$ cat config.mk
export PLATFORM = sky130hd
export DESIGN_NAME = infix_to_postfix_converter_core
export DESIGN_NICKNAME = d
export VERILOG_FILES = /design/src/hw/rtl/i2p_pkg.sv /design/src/hw/rtl/i2p_ram.sv /design/src/hw/rtl/i2p_ctrl.sv /design/src/hw/rtl/infix_to_postfix_converter_core.sv
export SDC_FILE = /design/constraint.sdc
export NUM_CORES = 1
export LEC_CHECK = 0
export ABC_AREA = 1
export BUFFER_PORTS_ARGS = -buffer_cell sky130_fd_sc_hd__buf_4
export CORE_MARGIN = 1.5
export CORE_UTILIZATION = 55
export CTS_CLUSTER_DIAMETER = 120
export DETAILED_ROUTE_END_ITERATION = 12
export PLACE_DENSITY = 0.82
export RECOVER_POWER = 100
export SYNTH_ARGS = -nofsm -noshare
export SYNTH_HDL_FRONTEND = slang
export SYNTH_HIERARCHICAL = 1
export SYNTH_SLANG_ARGS = --single-unit
export TNS_END_PERCENT = 50
$ cat constraint.sdc
create_clock -name clock -period 6.2 [get_ports clock]
set_clock_uncertainty 0.15 [all_clocks]
set_input_delay 1.24 -clock clock [delete_from_list [all_inputs] [get_ports clock]]
set_output_delay 1.24 -clock clock [all_outputs]
set_load 0.05 [all_outputs]
$ cat src/hw/rtl/i2p_pkg.sv
// Shared types, constants and character classification for the infix-to-postfix converter.
package i2p_pkg;

   // Transaction kinds on the request channel
   localparam logic OP_CHAR = 1'b0;
   localparam logic OP_END  = 1'b1;

   // Error codes carried on the last response of a run
   localparam logic [1:0] ERR_NONE      = 2'd0;
   localparam logic [1:0] ERR_FULL      = 2'd1;
   localparam logic [1:0] ERR_UNMATCHED = 2'd2;

   // Characters with a meaning of their own
   localparam logic [7:0] CHR_NUL    = 8'h00;
   localparam logic [7:0] CHR_PLUS   = 8'h2B;
   localparam logic [7:0] CHR_MINUS  = 8'h2D;
   localparam logic [7:0] CHR_STAR   = 8'h2A;
   localparam logic [7:0] CHR_SLASH  = 8'h2F;
   localparam logic [7:0] CHR_CARET  = 8'h5E;
   localparam logic [7:0] CHR_LPAREN = 8'h28;
   localparam logic [7:0] CHR_RPAREN = 8'h29;

   // Precedence ranks, offset by one so that unknown operators sit at zero
   localparam logic [2:0] RANK_OTHER = 3'd0;
   localparam logic [2:0] RANK_PAREN = 3'd1;
   localparam logic [2:0] RANK_ADD   = 3'd2;
   localparam logic [2:0] RANK_MUL   = 3'd3;
   localparam logic [2:0] RANK_POW   = 3'd4;

   // One response transaction
   typedef struct packed {
      logic [7:0] out_char;
      logic       has_char;
      logic [1:0] error_code;
      logic       end_of_expression;
      logic       last_of_run;
   } i2p_rsp_type;

   // Letters and digits pass straight through
   function automatic logic i2p_is_alnum(input logic [7:0] c);
      i2p_is_alnum = (c >= 8'h30 && c <= 8'h39) ||
                     (c >= 8'h41 && c <= 8'h5A) ||
                     (c >= 8'h61 && c <= 8'h7A);
   endfunction

   // Operator precedence rank
   function automatic logic [2:0] i2p_rank(input logic [7:0] c);
      logic [2:0] r;
      r = RANK_OTHER;
      unique case (c) inside
         CHR_PLUS, CHR_MINUS: r = RANK_ADD;
         CHR_STAR, CHR_SLASH: r = RANK_MUL;
         CHR_CARET:           r = RANK_POW;
         CHR_LPAREN:          r = RANK_PAREN;
         default:             r = RANK_OTHER;
      endcase
      i2p_rank = r;
   endfunction

endpackage

$ cat src/hw/rtl/i2p_ram.sv
// Generic single-port-write, single-port-read RAM with registered read data.
module i2p_ram #(
   parameter int WIDTH = 8,
   parameter int DEPTH = 32
) (
   input  logic                     clock,
   input  logic                     wr_en,
   input  logic [$clog2(DEPTH)-1:0] wr_addr,
   input  logic [WIDTH-1:0]         wr_data,
   input  logic [$clog2(DEPTH)-1:0] rd_addr,
   output logic [WIDTH-1:0]         rd_data
);

   logic [WIDTH-1:0] mem_ff [DEPTH];
   logic [WIDTH-1:0] rd_data_ff;

   // Write port and registered read port (read returns old data on a collision)
   always_ff @(posedge clock) begin
      if (wr_en) begin
         mem_ff[wr_addr] <= wr_data;
      end
      rd_data_ff <= mem_ff[rd_addr];
   end

   assign rd_data = rd_data_ff;

endmodule

$ cat src/hw/rtl/i2p_ctrl.sv
// Sequencer: reads the stack top from RAM, pops, pushes and builds response transactions.
module i2p_ctrl
   import i2p_pkg::*;
#(
   parameter int STACK_DEPTH = 32
) (
   input  logic                           clock,
   input  logic                           reset,
   input  logic                           req_valid,
   output logic                           req_ready,
   input  logic                           req_operation,
   input  logic [7:0]                     req_symbol,
   input  logic                           out_free,
   output logic                           out_push,
   output i2p_rsp_type                    out_data,
   output logic                           ram_wr_en,
   output logic [$clog2(STACK_DEPTH)-1:0] ram_wr_addr,
   output logic [7:0]                     ram_wr_data,
   output logic [$clog2(STACK_DEPTH)-1:0] ram_rd_addr,
   input  logic [7:0]                     ram_rd_data
);

   localparam int AW = $clog2(STACK_DEPTH);
   localparam int CW = $clog2(STACK_DEPTH + 1);

   typedef enum logic [1:0] {
      S_IDLE = 2'b01,
      S_RUN  = 2'b10
   } i2p_state_type;

   i2p_state_type state_ff, state_in;
   logic [CW-1:0] count_ff, count_in;
   logic          op_ff, op_in;
   logic [7:0]    sym_ff, sym_in;
   logic [7:0]    pend_ff, pend_in;
   logic          pend_vld_ff, pend_vld_in;

   logic          has_top, top_open, not_full, pops_first;
   logic [2:0]    rank_top, rank_sym;
   logic          do_gen, do_fin, do_drain, do_term, do_lit;
   logic          fin_push, fin_pop;
   logic [1:0]    fin_err;
   logic          need_slot, go;
   logic [CW-1:0] rd_ptr;

   // Stack top as read in the previous cycle
   assign has_top  = (count_ff != '0);
   assign top_open = (ram_rd_data == CHR_LPAREN);
   assign not_full = (count_ff < CW'(STACK_DEPTH));
   assign rank_top = i2p_rank(ram_rd_data);
   assign rank_sym = i2p_rank(sym_ff);
   assign pops_first = has_top && !top_open &&
                       ((rank_top > rank_sym) ||
                        ((rank_top == rank_sym) && (sym_ff != CHR_CARET)));

   // Decide this cycle's action from the transaction and the stack top
   always_comb begin
      do_gen   = 1'b0;
      do_fin   = 1'b0;
      do_drain = 1'b0;
      do_term  = 1'b0;
      do_lit   = 1'b0;
      fin_push = 1'b0;
      fin_pop  = 1'b0;
      fin_err  = ERR_NONE;
      if (op_ff == OP_END) begin
         if (has_top) begin
            do_gen = 1'b1;
         end else if (pend_vld_ff) begin
            do_drain = 1'b1;
         end else begin
            do_term = 1'b1;
         end
      end else if (sym_ff == CHR_NUL) begin
         do_fin = 1'b1;
      end else if (i2p_is_alnum(sym_ff)) begin
         do_lit = 1'b1;
      end else if (sym_ff == CHR_LPAREN) begin
         do_fin   = 1'b1;
         fin_push = not_full;
         fin_err  = not_full ? ERR_NONE : ERR_FULL;
      end else if (sym_ff == CHR_RPAREN) begin
         if (has_top && !top_open) begin
            do_gen = 1'b1;
         end else if (has_top) begin
            do_fin  = 1'b1;
            fin_pop = 1'b1;
         end else begin
            do_fin  = 1'b1;
            fin_err = ERR_UNMATCHED;
         end
      end else if (pops_first) begin
         do_gen = 1'b1;
      end else begin
         do_fin   = 1'b1;
         fin_push = not_full;
         fin_err  = not_full ? ERR_NONE : ERR_FULL;
      end
   end

   // A pop only needs the output when it displaces a held character
   assign need_slot = do_gen ? pend_vld_ff : 1'b1;
   assign go        = (state_ff == S_RUN) && (!need_slot || out_free);

   // Next state, stack pointer, held character and response
   always_comb begin
      state_in    = state_ff;
      count_in    = count_ff;
      op_in       = op_ff;
      sym_in      = sym_ff;
      pend_in     = pend_ff;
      pend_vld_in = pend_vld_ff;
      out_push    = 1'b0;
      out_data    = '0;
      ram_wr_en   = 1'b0;
      unique case (state_ff)
         S_IDLE: begin
            if (req_valid) begin
               op_in       = req_operation;
               sym_in      = req_symbol;
               pend_vld_in = 1'b0;
               state_in    = S_RUN;
            end
         end
         S_RUN: begin
            if (go) begin
               if (do_gen) begin
                  // Hold the popped character until we know whether it closes the run
                  out_push          = pend_vld_ff;
                  out_data.out_char = pend_ff;
                  out_data.has_char = 1'b1;
                  pend_in           = ram_rd_data;
                  pend_vld_in       = 1'b1;
                  count_in          = count_ff - CW'(1);
               end else if (do_drain) begin
                  out_push          = 1'b1;
                  out_data.out_char = pend_ff;
                  out_data.has_char = 1'b1;
                  pend_vld_in       = 1'b0;
               end else if (do_term) begin
                  out_push                   = 1'b1;
                  out_data.end_of_expression = 1'b1;
                  out_data.last_of_run       = 1'b1;
                  state_in                   = S_IDLE;
               end else if (do_lit) begin
                  out_push             = 1'b1;
                  out_data.out_char    = sym_ff;
                  out_data.has_char    = 1'b1;
                  out_data.last_of_run = 1'b1;
                  state_in             = S_IDLE;
               end else if (do_fin) begin
                  out_push             = 1'b1;
                  out_data.out_char    = pend_vld_ff ? pend_ff : CHR_NUL;
                  out_data.has_char    = pend_vld_ff;
                  out_data.error_code  = fin_err;
                  out_data.last_of_run = 1'b1;
                  pend_vld_in          = 1'b0;
                  state_in             = S_IDLE;
                  if (fin_push) begin
                     ram_wr_en = 1'b1;
                     count_in  = count_ff + CW'(1);
                  end else if (fin_pop) begin
                     count_in  = count_ff - CW'(1);
                  end
               end
            end
         end
         default: begin
            state_in = S_IDLE;
         end
      endcase
   end

   // Stack RAM addressing: always read the entry below the next pointer.
   // A push only ends a run, and the idle cycle before the next run re-reads
   // the top, so a read never needs data written in the same cycle.
   assign rd_ptr      = count_in - CW'(1);
   assign ram_rd_addr = rd_ptr[AW-1:0];
   assign ram_wr_addr = count_ff[AW-1:0];
   assign ram_wr_data = sym_ff;
   assign req_ready   = (state_ff == S_IDLE);

   // Control registers
   always_ff @(posedge clock) begin
      if (reset) begin
         state_ff    <= S_IDLE;
         count_ff    <= '0;
         pend_vld_ff <= 1'b0;
      end else begin
         state_ff    <= state_in;
         count_ff    <= count_in;
         pend_vld_ff <= pend_vld_in;
      end
   end

   // Payload registers
   always_ff @(posedge clock) begin
      op_ff   <= op_in;
      sym_ff  <= sym_in;
      pend_ff <= pend_in;
   end

endmodule

$ cat src/hw/rtl/infix_to_postfix_converter_core.sv
// Top level of the shunting-yard infix-to-postfix converter with its response register.
//
// Converts an infix expression, one ASCII character per request transaction, into
// postfix response transactions; an end transaction flushes the operator stack and
// closes with a NUL terminator. The operator stack lives in a RAM with registered
// read and is popped at one entry per cycle unless a stalled response register holds it up.
// A character transaction is accepted, then one step reads the stack top and decides,
// with one more step for every operator it pops; an end transaction pops every stacked
// entry, drains the held character and closes. The single RAM read per cycle sets the
// throughput. Responses wait in an output register, so the block keeps working while
// the consumer stalls until a second response has to be issued. No clearing pass is
// needed after reset; stack RAM data is only used below the stack pointer.
module infix_to_postfix_converter_core
   import i2p_pkg::*;
#(
   parameter int STACK_DEPTH = 32
) (
   input  logic       clock,
   input  logic       reset,
   input  logic       req_valid,
   output logic       req_ready,
   input  logic       req_operation,
   input  logic [7:0] req_symbol,
   output logic       rsp_valid,
   input  logic       rsp_ready,
   output logic [7:0] rsp_out_char,
   output logic       rsp_has_char,
   output logic [1:0] rsp_error_code,
   output logic       rsp_end_of_expression,
   output logic       rsp_last_of_run
);

   localparam int AW = $clog2(STACK_DEPTH);

   logic          out_free, out_push;
   i2p_rsp_type   out_data;
   logic          ram_wr_en;
   logic [AW-1:0] ram_wr_addr, ram_rd_addr;
   logic [7:0]    ram_wr_data, ram_rd_data;
   logic          rsp_valid_ff, rsp_valid_in;
   i2p_rsp_type   rsp_data_ff;

   // Operator stack storage
   i2p_ram #(
      .WIDTH (8),
      .DEPTH (STACK_DEPTH)
   ) u_stack (
      .clock   (clock),
      .wr_en   (ram_wr_en),
      .wr_addr (ram_wr_addr),
      .wr_data (ram_wr_data),
      .rd_addr (ram_rd_addr),
      .rd_data (ram_rd_data)
   );

   // Conversion sequencer
   i2p_ctrl #(
      .STACK_DEPTH (STACK_DEPTH)
   ) u_ctrl (
      .clock         (clock),
      .reset         (reset),
      .req_valid     (req_valid),
      .req_ready     (req_ready),
      .req_operation (req_operation),
      .req_symbol    (req_symbol),
      .out_free      (out_free),
      .out_push      (out_push),
      .out_data      (out_data),
      .ram_wr_en     (ram_wr_en),
      .ram_wr_addr   (ram_wr_addr),
      .ram_wr_data   (ram_wr_data),
      .ram_rd_addr   (ram_rd_addr),
      .ram_rd_data   (ram_rd_data)
   );

   // Response register: free when empty or being taken this cycle
   assign out_free = !rsp_valid_ff || rsp_ready;

   always_comb begin
      rsp_valid_in = rsp_valid_ff;
      if (out_push) begin
         rsp_valid_in = 1'b1;
      end else if (rsp_ready) begin
         rsp_valid_in = 1'b0;
      end
   end

   always_ff @(posedge clock) begin
      if (reset) begin
         rsp_valid_ff <= 1'b0;
      end else begin
         rsp_valid_ff <= rsp_valid_in;
      end
   end

   always_ff @(posedge clock) begin
      if (out_push) begin
         rsp_data_ff <= out_data;
      end
   end

   assign rsp_valid             = rsp_valid_ff;
   assign rsp_out_char          = rsp_data_ff.out_char;
   assign rsp_has_char          = rsp_data_ff.has_char;
   assign rsp_error_code        = rsp_data_ff.error_code;
   assign rsp_end_of_expression = rsp_data_ff.end_of_expression;
   assign rsp_last_of_run       = rsp_data_ff.last_of_run;

endmodule
==> qor.yml, run 1 <==
run_status:
  outcome: "finished with violations"
  violations: "max-capacitance violations, max-slew violations"
sta:
  tightest_slew_ns: 1.53
  grt_setup_unrepaired: "false"
  final.period_utilization_pct: 86.9
  timing.final.crit_period_ns: 5.39
  finalMaxSlewViolations: 31
  setup-tns-final_ns: 0
  holdWs_ns: 0.333
  maxSlewHeadroom_pct: -1.70
  final_hold_viol_count: 0
  fmaxAchievable_ghz: 0.186
  report.final.setup_viol: 0
global_routing:
  grt_pass1_vias: 9031
  grt_pass1_wl_um: 48100
  grt_remaining_overflow: 0
  track_usage_pct: 24.3
  grt_max_degree: 81
  antenna_found_initial: 0
power_and_ir_drop:
  seq_power_share_pct: 41.9
  power_leakage_nw: 5.46
  power-per-cell-area_nw_per_um2: 402
  fin_total_pwr_mw: 5.87
  comb_power_share_pct: 27.1
  power.switching_fraction_pct: 33.3
  p_switching_mw: 1.95
  vdd_ir_drop_max_uv: 243
  p_int_mw: 3.92
  power_share_of_the_clock_group_pct: 30.9
die:
  io_pins: 28
  floorplan.rows: 57
  floorplan.initialDensity_pct: 55.6
  chipWidth_um: 159
  die_outline_height_um: 159
  core_region_area_um2: 24200
  fp.dieArea_um2: 25400
setup_path:
  timing.setup.critical_path_class: "reg2reg"
  crit_path_end_kind: "flip-flop"
  maximum_fanout_along_the_worst_path: 64
  critical_path_required_ns: 6.48
  timing.critical_path.from_type: "flip-flop"
  worst-endpoint-arrival_ns: 5.67
clock_tree:
  clk_transition_reported_paths_ns: 0.06
  cts_repair_resize_count: 0
  worst_skew_pair.late_latency_ns: 0.55
  tritoncts: "built"
  postCtsSetupBuffers: 0
  cts_sinks: 304
  cts-htree-levels: 1
  numCtsBuffers: 30
  postCtsHoldBufs: 0
  clockRootBuffer: "sky130_fd_sc_hd__clkbuf_16"
  clock_path_buffers: 3
final_layout:
  layout.cells.non_filler: 1627
  n_antenna_cell: 0
  design.final.nets: 1301
  nFillCells: 1889
  multiInputGateArea_um2: 3750
  drive_above_1_share_pct: 7.52
  register_area_um2: 8950
  layout-area-overhead-vs-synth_pct: 8.72
synth:
  synth_warn: 6
  asyncSetResetFlopFracSynth_pct: 0
  ys.flop_type: "sky130_fd_sc_hd__edfxtp_1"
  synthesis.area_um2: 13400
  synth_simple_gate_area_share_pct: 25.2
  ys_seq_area_share_pct: 66.6
  synthesis.nets: 1287
  synth-compound-area-share_pct: 1.43
  synth_top_family_by_area: "simple AND/OR/NAND/NOR gates"
  synthDistinctLibCells: 35
  post_synth_fa_ha_maj_area_fraction_pct: 0.745
  yosys_register_bits: 304
  synth_xor_area_share_pct: 0.521
  post_synth_mux_area_share_pct: 0
  synth_enable_flop_cells: 286
  cells_after_synthesis: 1266
  postSynthAreaPerCell_um2: 10.6
drt:
  routed_wire_length_per_instance_um: 18.7
  antenna_left: 0
  post_drt_via_cell_ratio: 5.68
  routed_wl_um: 30400
  drt_pre_antenna_iters: 6
  number_of_drc_markers_after_the_initial_detailed_route_iteration: 1026
  routed_via_count: 9245
  drt_drc_violations_left: 0
placed_design:
  placed_cells_incl_taps: 1572
  dp.final_hpwl_um: 19000
  gpl.final_weighted_congestion: 0.901
  place.port_buffers: 27
flow_run:
  timing.max_cap.violations: 1
hold_path:
  holdCritPathClass: "reg2reg"
[critical path, cell delays in order (launching register included)]
cell and delay [ns]:
sky130_fd_sc_hd__edfxtp_1 0.54, sky130_fd_sc_hd__clkbuf_1 1.15, sky130_fd_sc_hd__nor2_1 0.11, sky130_fd_sc_hd__nand2_1 0.15, sky130_fd_sc_hd__nand2_1 0.06, sky130_fd_sc_hd__nand2_1 0.11, sky130_fd_sc_hd__nand2_1 0.09, sky130_fd_sc_hd__nor2_4 0.19
sky130_fd_sc_hd__nor2_4 0.06, sky130_fd_sc_hd__nand2_4 0.09, sky130_fd_sc_hd__nand2_8 0.07, sky130_fd_sc_hd__nand2_4 0.09, sky130_fd_sc_hd__nand2_1 0.07, sky130_fd_sc_hd__nand2_2 0.27, sky130_fd_sc_hd__nor2_2 0.07, sky130_fd_sc_hd__nand2_1 0.11
sky130_fd_sc_hd__nand2_4 0.08, sky130_fd_sc_hd__ha_1 0.30, sky130_fd_sc_hd__inv_2 0.07, sky130_fd_sc_hd__buf_4 0.59, sky130_fd_sc_hd__nand3_1 0.26, sky130_fd_sc_hd__nand3_1 0.21, sky130_fd_sc_hd__nand2_1 0.08, sky130_fd_sc_hd__nand2_1 0.06
sky130_fd_sc_hd__nand2_1 0.06, sky130_fd_sc_hd__nand2_1 0.05, sky130_fd_sc_hd__nand2_1 0.07
[cell type report]
cell class              count  share of cell area (%)
clock buffers              45                    5.81
clock inverters            10                    1.02
inverters                  71                    1.83
multi-input cells         831                    25.7
flip-flops and latches    304                    61.3
well taps                 324                    2.77
repair buffers             42                    1.64
[metrics by stage]
stage | utilization (%) | worst slack (ns) | area, µm²
6_report | 60.4 | 0.814 | 14600
5_1_grt | 60.4 | 0.298 | 14600
4_1_cts | 60.9 | 1.15 | 14700
3_5_place_dp | 56.8 | 1.15 | 13700
3_3_place_gp | 56.8 | 1.34 | 13700
2_1_floorplan | - | 2.18 | 13400
[cells in the mapped netlist (2+ instances only)]
master | count | area (µm²)
sky130_fd_sc_hd__a21oi_2 | 3 | 26.3
sky130_fd_sc_hd__nand2_1 | 440 | 1650
sky130_fd_sc_hd__nor2_2 | 3 | 18.8
sky130_fd_sc_hd__nand2_2 | 13 | 81.3
sky130_fd_sc_hd__nor2_1 | 79 | 297
sky130_fd_sc_hd__nand3_2 | 3 | 30.0
sky130_fd_sc_hd__inv_1 | 60 | 225
sky130_fd_sc_hd__inv_2 | 10 | 37.5
sky130_fd_sc_hd__nand3_1 | 224 | 1120
sky130_fd_sc_hd__o21ai_1 | 2 | 10.0
sky130_fd_sc_hd__edfxtp_1 | 286 | 8590
sky130_fd_sc_hd__nor3_1 | 3 | 15.0
sky130_fd_sc_hd__nand4_1 | 5 | 31.3
sky130_fd_sc_hd__buf_1 | 2 | 7.51
sky130_fd_sc_hd__xor2_1 | 7 | 61.3
sky130_fd_sc_hd__ha_1 | 8 | 100
sky130_fd_sc_hd__a21oi_1 | 17 | 85.1
sky130_fd_sc_hd__nor2_4 | 6 | 67.6
sky130_fd_sc_hd__dfxtp_1 | 18 | 360
sky130_fd_sc_hd__o21ai_0 | 5 | 25.0
sky130_fd_sc_hd__buf_4 | 9 | 67.6
sky130_fd_sc_hd__nor3_2 | 3 | 30.0
sky130_fd_sc_hd__buf_2 | 17 | 85.1
sky130_fd_sc_hd__nand2_4 | 2 | 22.5
sky130_fd_sc_hd__clkbuf_1 | 7 | 26.3
sky130_fd_sc_hd__buf_6 | 25 | 282
[cell families (layout without fill, tap and decap cells)]
group	after synthesis	in the layout
AOI/OAI and AO/OA	32	32
adders and majority gates	8	8
xor gates and xnor gates	8	8
DFF	304	304
buffers and inverters	131	168
and+or+nand+nor	783	783
[layer usage]
| layer | up-vias | GRT usage (%) | wire (µm) | part of all wire [%] |
|---|---|---|---|---|
| li1 | 4309 | - | - | - |
| met4 | 0 | 9.65 | 1100 | 3.6 |
| met2 | 491 | 41.0 | 14700 | 48 |
| met1 | 4367 | 31.7 | 11700 | 39 |
| met5 | - | 0 | 0 | 0 |
| met3 | 78 | 3.80 | 2890 | 9.5 |
[power by group through the flow]
stage	Combinational [mW]	Clock, mW	Sequential [mW]
finish	1.59	1.82	2.46
global route	1.79	1.91	2.47
CTS	1.59	1.84	2.46
detailed placement	1.58	0	2.50
global placement	1.55	0	2.50
floorplan	1.17	0	2.51
[sequential cells by signal, summed over array words and instances, names as in the netlist]
register               flops
u_stack/mem_ff           256
rsp_valid                  1
rsp_last_of_run            1
rsp_error_code             2
rsp_has_char               1
u_ctrl/ram_wr_data         8
u_ctrl/state_ff            2
u_ctrl/pend_ff             8
u_ctrl/op_ff               1
rsp_end_of_expression      1
u_ctrl/pend_vld_ff         1
rsp_out_char               8
u_stack/rd_data            8
u_ctrl/count_ff            6
[worst paths after layout]
| kind | cells after the start | slack, ns | from | to |
|---|---|---|---|---|
| setup reg to reg | 26 | 0.81 | u_ctrl/ram_wr_data[3]$_DFFE_PP_ | u_stack/rd_data[4]$_DFF_P_ |
| hold reg to reg | 2 | 0.33 | u_ctrl/state_ff[1]$_SDFFE_PP0P_ | u_ctrl/state_ff[1]$_SDFFE_PP0P_ |
| hold / removal | 2 | 0.33 | u_ctrl/state_ff[1]$_SDFFE_PP0P_ | u_ctrl/state_ff[1]$_SDFFE_PP0P_ |
| setup / recovery | 26 | 0.81 | u_ctrl/ram_wr_data[3]$_DFFE_PP_ | u_stack/rd_data[4]$_DFF_P_ |
[layout by cell type, fill, tap and decap left out, types with 4 or more instances in the layout]
| master | n |
|---|---|
| sky130_fd_sc_hd__nand3_1 | 224 |
| sky130_fd_sc_hd__nand2_2 | 10 |
| sky130_fd_sc_hd__ha_1 | 8 |
| sky130_fd_sc_hd__inv_1 | 60 |
| sky130_fd_sc_hd__clkbuf_1 | 38 |
| sky130_fd_sc_hd__clkbuf_4 | 6 |
| sky130_fd_sc_hd__bufinv_16 | 4 |
| sky130_fd_sc_hd__nand2_1 | 442 |
| sky130_fd_sc_hd__inv_2 | 9 |
| sky130_fd_sc_hd__nor2_4 | 6 |
| sky130_fd_sc_hd__a21oi_1 | 18 |
| sky130_fd_sc_hd__nor3_1 | 4 |
| sky130_fd_sc_hd__edfxtp_1 | 286 |
| sky130_fd_sc_hd__buf_4 | 7 |
| sky130_fd_sc_hd__clkinv_1 | 4 |
| sky130_fd_sc_hd__xor2_1 | 6 |
| sky130_fd_sc_hd__nor2_1 | 79 |
| sky130_fd_sc_hd__o21ai_0 | 6 |
| sky130_fd_sc_hd__clkbuf_16 | 31 |
| sky130_fd_sc_hd__nand4_1 | 5 |
| sky130_fd_sc_hd__dfxtp_1 | 18 |
Power figures use the tool's default switching activity.
==> run 2: changes to the inputs <==
- CTS_CLUSTER_SIZE: not set -> 28
- clock period: 6.2 -> 5.81 ns (I/O delays scaled with it)
==> run 2 against run 1 <==
  * The flow still finishes with violations (max-capacitance violations, max-slew violations)
  * Power down 6.8%
  * Fmax up 1.3%
  * Register-to-register slack worse by 0.32 ns
  * Sequential share of layout area up 2.3 points
  * Routed wire length down 1.1%
  * Utilization down 2.2 points
  * Sequential cell count unchanged
  * First-iteration DRC count up 14%
  * Die area unchanged
  * Critical path depth up 3
  * Sequential power up 7%
  * Combinational power up 7%
  * Largest power group unchanged
==> qor.yml, run 2 (synthesis gave the netlist of run 1 again) <==
die:
  chipWidth_um: 159  # unchanged
  fp.dieArea_um2: 25400  # unchanged
  core_region_area_um2: 24200  # unchanged
  io_pins: 28  # unchanged
  die_outline_height_um: 159  # unchanged
  floorplan.initialDensity_pct: 55.6  # unchanged
  floorplan.rows: 57  # unchanged
run_status:
  outcome: "finished with violations"
  violations: "max-capacitance violations, max-slew violations"
clock_tree:
  clock_path_buffers: 3  # unchanged
  cts_sinks: 304  # unchanged
  postCtsSetupBuffers: 0  # unchanged
  clockRootBuffer: "sky130_fd_sc_hd__clkbuf_16"
  cts-htree-levels: 1  # unchanged
  clk_transition_reported_paths_ns: 0.11  # +0.05 ns
  tritoncts: "built"
  worst_skew_pair.late_latency_ns: 0.51  # -0.04 ns
  numCtsBuffers: 14  # -53%
  postCtsHoldBufs: 0  # unchanged
  cts_repair_resize_count: 0  # unchanged
setup_path:
  r2r_cells: 29  # +12%
  timing.critical_path.mode_cell: "sky130_fd_sc_hd__nand2_1"
  timing.setup.critical_path_class: "reg2reg"
  worst-endpoint-arrival_ns: 5.63  # -0.04 ns
  crit_start: "u_ctrl/ram_wr_data[7]$_DFFE_PP_"
  timing.critical_path.from_type: "flip-flop"
  critical_path_required_ns: 6.12  # -0.36 ns
  crit_path_end_kind: "flip-flop"
  timing.rr.start: "u_ctrl/ram_wr_data[7]$_DFFE_PP_"
  max_stage_delay_ns: 0.70  # -0.45 ns
  worst_path_max_delay_cell: "sky130_fd_sc_hd__edfxtp_1"
  maximum_fanout_along_the_worst_path: 42  # -34%
placed_design:
  gpl.final_weighted_congestion: 0.954  # +5.8%
  dp.final_hpwl_um: 19100  # +0.73%
  place_worst_setup_slack_ns: 0.729  # -0.420 ns
  placed_cells_incl_taps: 1573  # +0.064%
  place.port_buffers: 27  # unchanged
sta:
  finalMaxSlewViolations: 33  # +6.5%
  timing.final.ws_setup_ns: 0.492  # -0.321 ns
  final.period_utilization_pct: 91.5  # +4.7 points
  holdWs_ns: 0.336  # +0.00311 ns
  grt_setup_unrepaired: "false"
  setup-tns-final_ns: 0  # unchanged
  fmaxAchievable_ghz: 0.188  # +1.3%
  final_hold_viol_count: 0  # unchanged
  maxSlewHeadroom_pct: -11.5  # -9.8 points
  report.final.setup_viol: 0  # unchanged
  timing.final.crit_period_ns: 5.32  # -0.0686 ns
  tightest_slew_ns: 1.67  # +0.147 ns
global_routing:
  antenna_found_initial: 0  # unchanged
  grt_pass1_wl_um: 46800  # -2.8%
  grt_remaining_overflow: 0  # unchanged
  track_usage_pct: 23.6  # -0.65 points
  grt_pass1_vias: 8572  # -5.1%
  grt_max_degree: 75  # -7.4%
final_layout:
  layout-area-overhead-vs-synth_pct: 4.75
  largest_register_ffs: 256  # unchanged
  design.final.nets: 1286  # -1.2%
  n_antenna_cell: 0  # unchanged
  registers.top_by_ff_count: "u_stack/mem_ff"
  layout.cells.non_filler: 1597  # -1.8%
  mostFrequentLayoutCell: "sky130_fd_sc_hd__nand2_1"
  drive_above_1_share_pct: 6.21  # -1.3 points
  layout_common_cells: "442 x sky130_fd_sc_hd__nand2_1, 286 x sky130_fd_sc_hd__edfxtp_1, 225 x sky130_fd_sc_hd__nand3_1"
drt:
  routed_wl_um: 30000  # -1.1%
  routed_via_count: 9182  # -0.68%
  post_drt_via_cell_ratio: 5.75  # +1.2%
  drt_pre_antenna_iters: 6  # unchanged
  antenna_left: 0  # unchanged
  routed_wire_length_per_instance_um: 18.8  # +0.73%
  number_of_drc_markers_after_the_initial_detailed_route_iteration: 1172  # +14%
  drt_drc_violations_left: 0  # unchanged
hold_path:
  holdCritPathClass: "reg2reg"
  timing.hold.worst_path_depth: 2  # unchanged
  hp-start: "rsp_valid$_SDFFE_PP0P_"
power_and_ir_drop:
  vdd_ir_drop_max_uv: 228  # -6.4%
  fin_total_pwr_mw: 5.47  # -6.8%
  power_leakage_nw: 5.21  # -4.6%
  power-per-cell-area_nw_per_um2: 389  # -3.3%
flow_run:
  timing.max_cap.violations: 1  # unchanged
## run 2: changes by cell type in the layout (fill, tap and decap cells not counted), moves of 2 or more
| cell | delta |
|---|---|
| sky130_fd_sc_hd__clkinv_2 | -3 |
| sky130_fd_sc_hd__clkbuf_8 | -2 |
| sky130_fd_sc_hd__clkbuf_1 | -8 |
| sky130_fd_sc_hd__bufinv_16 | -4 |
| sky130_fd_sc_hd__clkbuf_16 | -15 |
| sky130_fd_sc_hd__clkbuf_4 | +3 |
| sky130_fd_sc_hd__inv_2 | +2 |
| sky130_fd_sc_hd__buf_4 | +2 |
| sky130_fd_sc_hd__clkinv_1 | -3 |
## run 2: through the flow
step	utilization, %	area, µm²
2_1_floorplan	-	13400
3_3_place_gp	56.9	13700
3_5_place_dp	56.9	13700
4_1_cts	58.7	14200
5_1_grt	58.2	14100
6_report	58.2	14100
## run 2: power by group
group          switching, mW  internal [mW]
Clock                  0.630          0.515
Combinational           1.22          0.480
Sequential             0.103           2.53
## run 2: path summary, 6_finish.rpt
path	endpoint	slack, ns
max	u_stack/rd_data[2]$_DFF_P_	0.49
min	rsp_valid$_SDFFE_PP0P_	0.34
max reg2reg	u_stack/rd_data[2]$_DFF_P_	0.49
min reg2reg	rsp_valid$_SDFFE_PP0P_	0.34
## run 2: worst max-delay path, delay by kind of cell, from the launching register on
family	cells	cell delay, ns
buffers and inverters	3	1.15
adder cells (fa/ha/maj)	1	0.30
AND/OR/NAND/NOR	23	2.73
AO/OA/AOI/OAI	2	0.19
flip-flops	1	0.70
## run 2: area by class of cell
class / instances / area, µm²
tap: 324 / 405
fill: 1917 / 10100
sequential: 304 / 8950
inverter: 71 / 267
clock buffer: 24 / 430
multi-input combinational: 831 / 3750
timing repair buffer: 43 / 278
## run 2: routing by layer
layer	vias to the layer above	part of all wire [%]	global-route usage, %
li1	4267	-	-
met1	4300	40	33.5
met2	534	47	37.8
met3	81	9.3	2.68
met4	0	3.7	9.61
met5	-	0	0
==> run 3: changes to the inputs <==
- RECOVER_POWER: 100 -> 50
==> run 3 against run 2 <==
  * The flow still finishes with violations (max-capacitance violations, max-slew violations)
  * Fmax grew 0.40%
  * Largest power group unchanged
  * Global-route usage unchanged
  * Die area is the same
  * Clock power is essentially flat
==> qor.yml, run 3 (synthesis gave the netlist of run 1 again) <==
setup_path:
  crit_path_end_kind: "flip-flop"
  critical_path_required_ns: 6.04  # -0.08 ns
  worst-endpoint-arrival_ns: 5.53  # -0.10 ns
  worst_path_max_delay_cell: "sky130_fd_sc_hd__edfxtp_1"
  timing.critical_path.mode_cell: "sky130_fd_sc_hd__nand2_1"
  timing.setup.critical_path_class: "reg2reg"
  max_stage_delay_ns: 0.71  # about the same
  timing.critical_path.from_type: "flip-flop"
  maximum_fanout_along_the_worst_path: 64  # +52%
power_and_ir_drop:
  power-per-cell-area_nw_per_um2: 389  # about the same
  power_leakage_nw: 5.21  # about the same
  vdd_ir_drop_max_uv: 229  # +0.46%
final_layout:
  largest_register_ffs: 256  # unchanged
  registers.top_by_ff_count: "u_stack/mem_ff"
  drive_above_1_share_pct: 6.60  # +0.39 points
  final_core_utilization_pct: 58.3  # +0.067 points
  layout_common_cells: "440 x sky130_fd_sc_hd__nand2_1, 286 x sky130_fd_sc_hd__edfxtp_1, 225 x sky130_fd_sc_hd__nand3_1"
  mostFrequentLayoutCell: "sky130_fd_sc_hd__nand2_1"
  n_antenna_cell: 0  # unchanged
  design.final.nets: 1286  # unchanged
  layout-area-overhead-vs-synth_pct: 4.87
clock_tree:
  clk_transition_reported_paths_ns: 0.10  # about the same
  postCtsSetupBuffers: 0  # unchanged
  worst_skew_pair.late_latency_ns: 0.50  # about the same
  cts_sinks: 304  # unchanged
  numCtsBuffers: 14  # unchanged
  postCtsHoldBufs: 0  # unchanged
  cts_repair_resize_count: 0  # unchanged
  tritoncts: "built"
  clockRootBuffer: "sky130_fd_sc_hd__clkbuf_16"
  clock_path_buffers: 3  # unchanged
  cts-htree-levels: 1  # unchanged
die:
  die_outline_height_um: 159  # unchanged
  chipWidth_um: 159  # unchanged
  floorplan.rows: 57  # unchanged
  fp.dieArea_um2: 25400  # unchanged
  floorplan.initialDensity_pct: 55.6  # unchanged
  core_region_area_um2: 24200  # unchanged
  io_pins: 28  # unchanged
global_routing:
  grt_remaining_overflow: 0  # unchanged
  antenna_found_initial: 0  # unchanged
  track_usage_pct: 23.6  # unchanged
  grt_pass1_wl_um: 46800  # unchanged
  grt_pass1_vias: 8572  # unchanged
  grt_max_degree: 75  # unchanged
drt:
  drt_drc_violations_left: 0  # unchanged
  antenna_left: 0  # unchanged
  routed_wl_um: 30000  # about the same
  routed_wire_length_per_instance_um: 18.8  # about the same
  routed_via_count: 9200  # +0.20%
  drt_pre_antenna_iters: 5  # -1
  post_drt_via_cell_ratio: 5.76  # +0.20%
  number_of_drc_markers_after_the_initial_detailed_route_iteration: 1203  # +2.6%
hold_path:
  holdCritPathClass: "reg2reg"
sta:
  holdWs_ns: 0.336  # -0.000166 ns
  setup-tns-final_ns: 0  # unchanged
  fmaxAchievable_ghz: 0.189  # +0.40%
  report.final.setup_viol: 0  # unchanged
  final_hold_viol_count: 0  # unchanged
  finalMaxSlewViolations: 33  # unchanged
  maxSlewHeadroom_pct: -10.3  # +1.3 points
  timing.final.crit_period_ns: 5.30  # -0.0213 ns
  grt_setup_unrepaired: "false"
  tightest_slew_ns: 1.65  # -0.0189 ns
  final.period_utilization_pct: 91.2  # -0.37 points
run_status:
  outcome: "finished with violations"
  violations: "max-capacitance violations, max-slew violations"
placed_design:
  gpl.final_weighted_congestion: 0.954  # unchanged
  dp.final_hpwl_um: 19100  # unchanged
  place.port_buffers: 27  # unchanged
flow_run:
  timing.max_cap.violations: 1  # unchanged
## run 3: report_power, final
part           switching, mW  internal [mW]  total, mW
logic                   1.22          0.482       1.71
registers              0.104           2.53       2.63
clock network          0.625          0.515       1.14
## run 3: layer usage
layer	GRT usage, %	routed length, µm
met3	2.68	2830
met4	9.61	1070
met5	0	0
met1	33.5	11900
met2	37.8	14200
## run 3: worst max-delay path: cells and delay by family, from the launching register on
family,cells,cell delay [ns]
adders and majority gates,2,0.56
DFF,1,0.71
buffers and inverters,3,0.70
AOI/OAI and AO/OA,2,0.13
and+or+nand+nor,22,2.84
## run 3: per-stage QoR
stage          power (mW)  area (µm²)  instances  setup WS (ns)
2_1_floorplan        3.93       13400       1266           1.79
3_3_place_gp         4.32       13700       1573          0.845
3_5_place_dp         4.35       13700       1573          0.729
4_1_cts              5.47       14200       1597          0.724
5_1_grt              5.73       14100       1597          0.126
6_report             5.48       14100       1597          0.514
## run 3: layout make-up
cell class / instances / area, µm²
inverter: 71 / 268
tap: 324 / 405
clock buffer: 24 / 430
sequential: 304 / 8950
timing repair buffer: 43 / 278
fill: 1910 / 10100
multi-input combinational: 831 / 3760
## run 3: worst paths after layout
| path | slack [ns] | endpoint | startpoint | cells past startpoint |
|---|---|---|---|---|
| worst min-delay path | 0.34 | rsp_valid$_SDFFE_PP0P_ | rsp_valid$_SDFFE_PP0P_ | 2 |
| worst max-delay path | 0.51 | u_stack/rd_data[6]$_DFF_P_ | u_ctrl/ram_wr_data[7]$_DFFE_PP_ | 29 |
| worst max register to register | 0.51 | u_stack/rd_data[6]$_DFF_P_ | u_ctrl/ram_wr_data[7]$_DFFE_PP_ | 29 |
| worst min register to register | 0.34 | rsp_valid$_SDFFE_PP0P_ | rsp_valid$_SDFFE_PP0P_ | 2 |
